## config.mk

```make
export PLATFORM = sky130hd
export DESIGN_NAME = fixed_slot_region_allocator_flat
export DESIGN_NICKNAME = d
export VERILOG_FILES = /design/src/design/fsra_pkg.sv /design/src/design/fsra_if.sv /design/src/design/fsra_slot_table.sv /design/src/design/fixed_slot_region_allocator.sv /design/src/flat_wrapper.sv
export SDC_FILE = /design/constraint.sdc
export NUM_CORES = 1
export LEC_CHECK = 0
export ABC_AREA = 1
export BUFFER_PORTS_ARGS = -buffer_cell sky130_fd_sc_hd__buf_2
export CORE_ASPECT_RATIO = 0.75
export CORE_MARGIN = 2
export CORE_UTILIZATION = 50
export DETAILED_ROUTE_END_ITERATION = 10
export PLACE_DENSITY = 0.74
export REMOVE_ABC_BUFFERS = 1
export SLEW_MARGIN = 10
export SYNTH_ARGS = -nofsm -noshare
export SYNTH_HDL_FRONTEND = slang
export SYNTH_HIERARCHICAL = 1
export SYNTH_SLANG_ARGS = --single-unit
```

## constraint.sdc

```tcl
create_clock -name clk_i -period 5 [get_ports clk_i]
set_input_delay 0.75 -clock clk_i [delete_from_list [all_inputs] [get_ports clk_i]]
set_output_delay 0.75 -clock clk_i [all_outputs]
set_load 0.01 [all_outputs]
```

## src/design/fsra_pkg.sv

```systemverilog
package fsra_pkg;

  localparam int unsigned SLOTS = 16;
  localparam int unsigned SlotIdxW = (SLOTS > 1) ? $clog2(SLOTS) : 1;

  localparam logic [31:0] RegionFirstBase = 32'h0002_0000;
  localparam logic [31:0] RegionStride    = 32'h0000_1000;
  localparam logic [31:0] AllOnes32       = 32'hFFFF_FFFF;

  typedef logic [SlotIdxW-1:0] slot_idx_t;

  typedef enum logic [1:0] {
    OpMap     = 2'd0,
    OpUnmap   = 2'd1,
    OpProtect = 2'd2
  } fsra_op_e;

  // One commit to the slot table
  typedef struct packed {
    logic        set_used;
    logic        clr_used;
    logic        wr_len;
    logic        wr_prot;
    slot_idx_t   idx;
    logic [31:0] len;
    logic [7:0]  prot;
  } fsra_upd_t;

  function automatic logic [31:0] slot_base(slot_idx_t idx);
    return RegionFirstBase + 32'(idx) * RegionStride;
  endfunction

endpackage

```

## src/design/fsra_if.sv

```systemverilog
interface fsra_req_if;
  logic        valid;
  logic        ready;
  logic [1:0]  opcode;
  logic [31:0] region_address;
  logic [31:0] region_length;
  logic [7:0]  protection;

  modport source (output valid, opcode, region_address, region_length, protection,
                  input ready);
  modport sink   (input valid, opcode, region_address, region_length, protection,
                  output ready);
endinterface

interface fsra_rsp_if;
  logic        valid;
  logic        ready;
  logic        failed;
  logic [31:0] mapped_address;
  logic [3:0]  slot_index;

  modport source (output valid, failed, mapped_address, slot_index, input ready);
  modport sink   (input valid, failed, mapped_address, slot_index, output ready);
endinterface

```

## src/design/fsra_slot_table.sv

```systemverilog
module fsra_slot_table (
  input  logic                clk_i,
  input  logic                rst_ni,
  input  fsra_pkg::slot_idx_t rd_idx_i,
  output logic                rd_used_o,
  input  fsra_pkg::fsra_upd_t upd_i
);
  import fsra_pkg::*;

  logic [SLOTS-1:0] used_q;
  logic [SLOTS-1:0] used_d;
  logic [31:0]      len_mem [SLOTS];
  logic [7:0]       prot_mem [SLOTS];

  assign rd_used_o = used_q[rd_idx_i];

  always_comb begin
    used_d = used_q;
    if (upd_i.set_used) begin
      used_d[upd_i.idx] = 1'b1;
    end else if (upd_i.clr_used) begin
      used_d[upd_i.idx] = 1'b0;
    end
  end

  always_ff @(posedge clk_i or negedge rst_ni) begin
    if (!rst_ni) begin
      used_q <= '0;
    end else begin
      used_q <= used_d;
    end
  end

  // length and protection: written only, undefined until written
  always_ff @(posedge clk_i) begin
    if (upd_i.wr_len) begin
      len_mem[upd_i.idx] <= upd_i.len;
    end
    if (upd_i.wr_prot) begin
      prot_mem[upd_i.idx] <= upd_i.prot;
    end
  end

endmodule

```

## src/design/fixed_slot_region_allocator.sv

```systemverilog
// First-fit region allocator over SLOTS fixed slots.
// Slot i always covers the region based at 0x20000 + i * 0x1000.
// req_i (sink): one beat per request. opcode selects map, unmap or protect;
//   map ignores region_address, unmap/protect ignore region_length.
// rsp_o (source): exactly one beat per request, in request order, carrying
//   failed, mapped_address and slot_index.
// A single compare unit walks the slot table one slot per cycle, starting
// at slot 0, and stops at the first hit (lowest free slot for map, used
// slot whose base matches for unmap/protect) or after the last slot.
// A new request is taken only after the previous scan has committed and
// the sequencer is back in idle, so two scans never overlap.
// The response sits in an output register; the next request may be taken
// and scanned while it waits. If the receiver still stalls when the next
// scan finishes, the scan holds at its final slot and commits nothing
// until the output register frees up.
// Reset clears all used marks, the sequencer and the output valid; no
// clearing pass is needed, the block is ready right after reset.
module fixed_slot_region_allocator (
  input  logic    clk_i,
  input  logic    rst_ni,
  fsra_req_if.sink   req_i,
  fsra_rsp_if.source rsp_o
);
  import fsra_pkg::*;

  localparam logic StIdle = 1'b0;
  localparam logic StScan = 1'b1;

  logic state_q, state_d;

  // latched request
  logic [1:0]  op_q;
  logic [31:0] addr_q;
  logic [31:0] len_q;
  logic [7:0]  prot_q;

  slot_idx_t idx_q, idx_d;

  // output register
  logic        out_valid_q, out_valid_d;
  logic        out_failed_q;
  logic [31:0] out_addr_q;
  logic [3:0]  out_sidx_q;

  logic        used;
  logic        hit;
  logic        last;
  logic        out_free;
  logic        commit;
  logic [31:0] base;
  fsra_upd_t   upd;

  fsra_slot_table u_table (
    .clk_i     (clk_i),
    .rst_ni    (rst_ni),
    .rd_idx_i  (idx_q),
    .rd_used_o (used),
    .upd_i     (upd)
  );

  assign req_i.ready = (state_q == StIdle);

  // shared compare unit: one slot per cycle
  assign base = slot_base(idx_q);

  always_comb begin
    case (op_q) inside
      OpMap:              hit = !used;
      OpUnmap, OpProtect: hit = used && (base == addr_q);
      default:            hit = 1'b0;
    endcase
  end

  assign last     = (idx_q == SlotIdxW'(SLOTS - 1));
  assign out_free = !out_valid_q || rsp_o.ready;
  assign commit   = (state_q == StScan) && (hit || last) && out_free;

  always_comb begin
    upd          = '0;
    upd.idx      = idx_q;
    upd.len      = len_q;
    upd.prot     = prot_q;
    if (commit && hit) begin
      case (op_q) inside
        OpMap: begin
          upd.set_used = 1'b1;
          upd.wr_len   = 1'b1;
          upd.wr_prot  = 1'b1;
        end
        OpUnmap:   upd.clr_used = 1'b1;
        OpProtect: upd.wr_prot  = 1'b1;
        default:   upd.set_used = 1'b0;
      endcase
    end
  end

  always_comb begin
    state_d = state_q;
    idx_d   = idx_q;
    unique case (state_q)
      StIdle: begin
        if (req_i.valid) begin
          state_d = StScan;
          idx_d   = '0;
        end
      end
      StScan: begin
        if (commit) begin
          state_d = StIdle;
        end else if (!(hit || last)) begin
          idx_d = idx_q + 1'b1;
        end
      end
      default: state_d = StIdle;
    endcase
  end

  always_comb begin
    if (commit) begin
      out_valid_d = 1'b1;
    end else if (rsp_o.ready) begin
      out_valid_d = 1'b0;
    end else begin
      out_valid_d = out_valid_q;
    end
  end

  always_ff @(posedge clk_i or negedge rst_ni) begin
    if (!rst_ni) begin
      state_q     <= StIdle;
      idx_q       <= '0;
      out_valid_q <= 1'b0;
    end else begin
      state_q     <= state_d;
      idx_q       <= idx_d;
      out_valid_q <= out_valid_d;
    end
  end

  always_ff @(posedge clk_i) begin
    if (req_i.valid && req_i.ready) begin
      op_q   <= req_i.opcode;
      addr_q <= req_i.region_address;
      len_q  <= req_i.region_length;
      prot_q <= req_i.protection;
    end
    if (commit) begin
      out_failed_q <= !hit;
      out_sidx_q   <= hit ? 4'(idx_q) : 4'd0;
      if (op_q == OpMap) begin
        out_addr_q <= hit ? base : AllOnes32;
      end else begin
        out_addr_q <= '0;
      end
    end
  end

  assign rsp_o.valid          = out_valid_q;
  assign rsp_o.failed         = out_failed_q;
  assign rsp_o.mapped_address = out_addr_q;
  assign rsp_o.slot_index     = out_sidx_q;

endmodule

```

## src/flat_wrapper.sv

```systemverilog
// flat-port wrapper written by rule: the top's interface ports become plain ports
module fixed_slot_region_allocator_flat import fsra_pkg::*;
  (clk_i, rst_ni, req_i_valid, req_i_opcode, req_i_region_address, req_i_region_length, req_i_protection, req_i_ready, rsp_o_valid, rsp_o_failed, rsp_o_mapped_address, rsp_o_slot_index, rsp_o_ready);
  fsra_req_if req_i_i ();
  fsra_rsp_if rsp_o_i ();
  input  logic clk_i;
  input  logic rst_ni;
  input wire logic [$bits(req_i_i.valid)-1:0] req_i_valid;
  input wire logic [$bits(req_i_i.opcode)-1:0] req_i_opcode;
  input wire logic [$bits(req_i_i.region_address)-1:0] req_i_region_address;
  input wire logic [$bits(req_i_i.region_length)-1:0] req_i_region_length;
  input wire logic [$bits(req_i_i.protection)-1:0] req_i_protection;
  output wire logic [$bits(req_i_i.ready)-1:0] req_i_ready;
  output wire logic [$bits(rsp_o_i.valid)-1:0] rsp_o_valid;
  output wire logic [$bits(rsp_o_i.failed)-1:0] rsp_o_failed;
  output wire logic [$bits(rsp_o_i.mapped_address)-1:0] rsp_o_mapped_address;
  output wire logic [$bits(rsp_o_i.slot_index)-1:0] rsp_o_slot_index;
  input wire logic [$bits(rsp_o_i.ready)-1:0] rsp_o_ready;
  assign req_i_i.valid = req_i_valid;
  assign req_i_i.opcode = req_i_opcode;
  assign req_i_i.region_address = req_i_region_address;
  assign req_i_i.region_length = req_i_region_length;
  assign req_i_i.protection = req_i_protection;
  assign req_i_ready = req_i_i.ready;
  assign rsp_o_valid = rsp_o_i.valid;
  assign rsp_o_failed = rsp_o_i.failed;
  assign rsp_o_mapped_address = rsp_o_i.mapped_address;
  assign rsp_o_slot_index = rsp_o_i.slot_index;
  assign rsp_o_i.ready = rsp_o_ready;
  fixed_slot_region_allocator u_core (.clk_i(clk_i), .rst_ni(rst_ni), .req_i(req_i_i), .rsp_o(rsp_o_i));
endmodule
```

==> results.json <==
{
  "finalCritPeriodShare_pct": 63.0,
  "p_int_mw": 1.05,
  "final.min_clock_period_ns": 3.15,
  "syn_to_final_growth_pct": 13.6,
  "status": "complete, no violations",
  "path_buf_inv": 1,
  "cts_htree_levels": 3,
  "grt_pass1_vias": 2136,
  "setup_viol": 0,
  "antenna_cells": 0,
  "clkLatencyLatePin_ns": 0.35,
  "syn-cell-area_sq_um": 3270,
  "p_total_mw": 1.71,
  "place_ws_ns": 1.85,
  "num_io_pins": 117,
  "crit_type": "reg -> reg",
  "endpoint_kind": "flop",
  "p_seq_share_pct": 47.2,
  "fin_area_sq_um": 3720,
  "critical_path_arrival_ns": 3.37,
  "cts.path.max_buffers": 2,
  "gp_congestion": 0.853,
  "nNetsFinal": 485,
  "clkTransAtPathRegs_ns": 0.07,
  "portBuffers": 76,
  "finalClockSkew_ns": 0.0132,
  "yosysWarnings": 6,
  "grt_overflow_total": 0,
  "final_common_cell": "nand2_1",
  "cts_tree": "yes",
  "post-route-util_pct": 58.8,
  "ant_nets": 0,
  "clockRootBuffer": "clkbuf_8",
  "ctsHoldBuffers": 0,
  "cpMostUsedCell": "nand2_1",
  "finalMaxSlewViolations": 0,
  "dieWidth_um": 97.4,
  "slew_headroom_pct": 61.1,
  "cts_setup_buffers": 0,
  "power.density_nw_per_um2": 460,
  "switching_share_pct": 38.4,
  "fmax_mhz": 317,
  "cpMaxStageDelayCell": "dfrtp_1",
  "cp_data_required_time_ns": 5.22,
  "cp_max_fo": 18,
  "p_switching_mw": 0.657,
  "worstHoldPathType": "in -> async",
  "ir_drop_mv": 0.222,
  "grt_usage_pct": 17.6,
  "post-dp-hpwl_mm": 4.18,
  "ctsResizeCount": 0,
  "leakagePower_nw": 1.73,
  "routed_wl_mm": 5.83,
  "path_delay_family": "simple AND/OR/NAND/NOR gates",
  "vias": 2269,
  "drc": 0,
  "maxCapViolations": 0,
  "rsz0062_at_grt": "no",
  "crit_chain": "inv_1 -> nand2_1 -> nand3_1 -> nand3_1 -> nand3_1 -> nand2_1 -> nand2_1 -> nor2_1 -> nand2_1 -> nor2_4 -> nand3_4 -> nand2_2 -> o211ai_2 -> nor2_1 -> nor2_4 -> nor3_4 -> nand2_1 -> nand2_1 -> o21ai_1",
  "postPlaceCellArea_sq_um": 3540,
  "core_area_sq_um": 6320,
  "grt_max_degree": 36,
  "synthCells": 345,
  "drt-wirelength-per-cell_um": 11.9,
  "cts_inserted_buffers": 9,
  "std_cell_rows": 25,
  "layout-drive-gt1-share_pct": 27.6,
  "vias_per_cell": 4.63,
  "grt_pass1_wl_mm": 9.87,
  "initial_core_util_pct": 51.8,
  "antenna_found_initial": 0,
  "drtPass1Iterations": 4,
  "cts.sinks": 67,
  "nFillCells": 531,
  "layout_setup_ws_ns": 1.85,
  "tightest_slew_ns": 0.583,
  "fin_setup_tns_ns": 0,
  "die_y_um": 74.1,
  "power.share.clock_pct": 23.4,
  "final_cell_mix": "nand2_1 (84), buf_2 (76), inv_1 (57)",
  "critPathMaxStageDelay_ns": 0.71,
  "hold_viol": 0,
  "die_area_sq_um": 7210,
  "syn_area_per_cell_sq_um": 9.48,
  "start_kind": "flop",
  "comb_power_share_pct": 29.4,
  "detail_route.iter0.violations": 143
}
[power by group through the flow]
stage	Clock [mW]	Combinational (mW)	Sequential [mW]
6_report	0.401	0.503	0.807
5_1_grt	0.434	0.567	0.821
4_1_cts	0.411	0.505	0.807
3_5_place_dp	0	0.502	0.818
3_3_place_gp	0	0.493	0.813
2_1_floorplan	0	0.303	0.830
[worst paths after layout]
check                                       startpoint                     endpoint  slack [ns]  cells past startpoint
min in group clk_i                                flop                         flop        0.49                      2
min                                             rst_ni                    async pin        0.35                      1
max reg2reg                u_core/idx_q[0]$_DFFE_PN0P_                         flop        1.85                     19
max                        u_core/idx_q[0]$_DFFE_PN0P_                         flop        1.85                     19
min reg2reg                                       flop                         flop        0.49                      2
max in group asynchronous                       rst_ni  u_core/idx_q[0]$_DFFE_PN0P_        4.32                      1
[layer usage]
layer / vias up / global-route usage, % / share of wire (%)
li1: 1181 / - / -
met4: 0 / 5.56 / 0.86
met3: 5 / 5.45 / 8.2
met5: - / 0 / 0
met1: 999 / 24.0 / 48
met2: 84 / 27.7 / 43
[layout make-up]
class                   count  area, sq um  share of cell area (%)
flip-flops and latches     67         1900                    51.2
multi-input cells         186          915                    24.6
repair buffers             77          388                    10.4
inverters                  63          236                    6.36
clock buffers               9          124                    3.33
well taps                  81          101                    2.73
clock inverters             7         51.3                    1.38
[per-stage QoR]
stage	instances	hold WS [ns]
2_1_floorplan	316	0.453
3_3_place_gp	474	0.473
3_5_place_dp	474	0.474
4_1_cts	490	0.357
5_1_grt	490	0.390
6_report	490	0.347
[worst reg2reg max path, cell delays in order (launching register included)]
cell	delay, ns
dfrtp_1	0.71
inv_1	0.28
nand2_1	0.11
nand3_1	0.07
nand3_1	0.10
nand3_1	0.08
nand2_1	0.19
nand2_1	0.08
nor2_1	0.10
nand2_1	0.09
nor2_4	0.17
nand3_4	0.11
nand2_2	0.07
o211ai_2	0.10
nor2_1	0.23
nor2_4	0.08
nor3_4	0.19
nand2_1	0.12
nand2_1	0.09
o21ai_1	0.07
No activity file was read; power rests on OpenSTA's default activity.
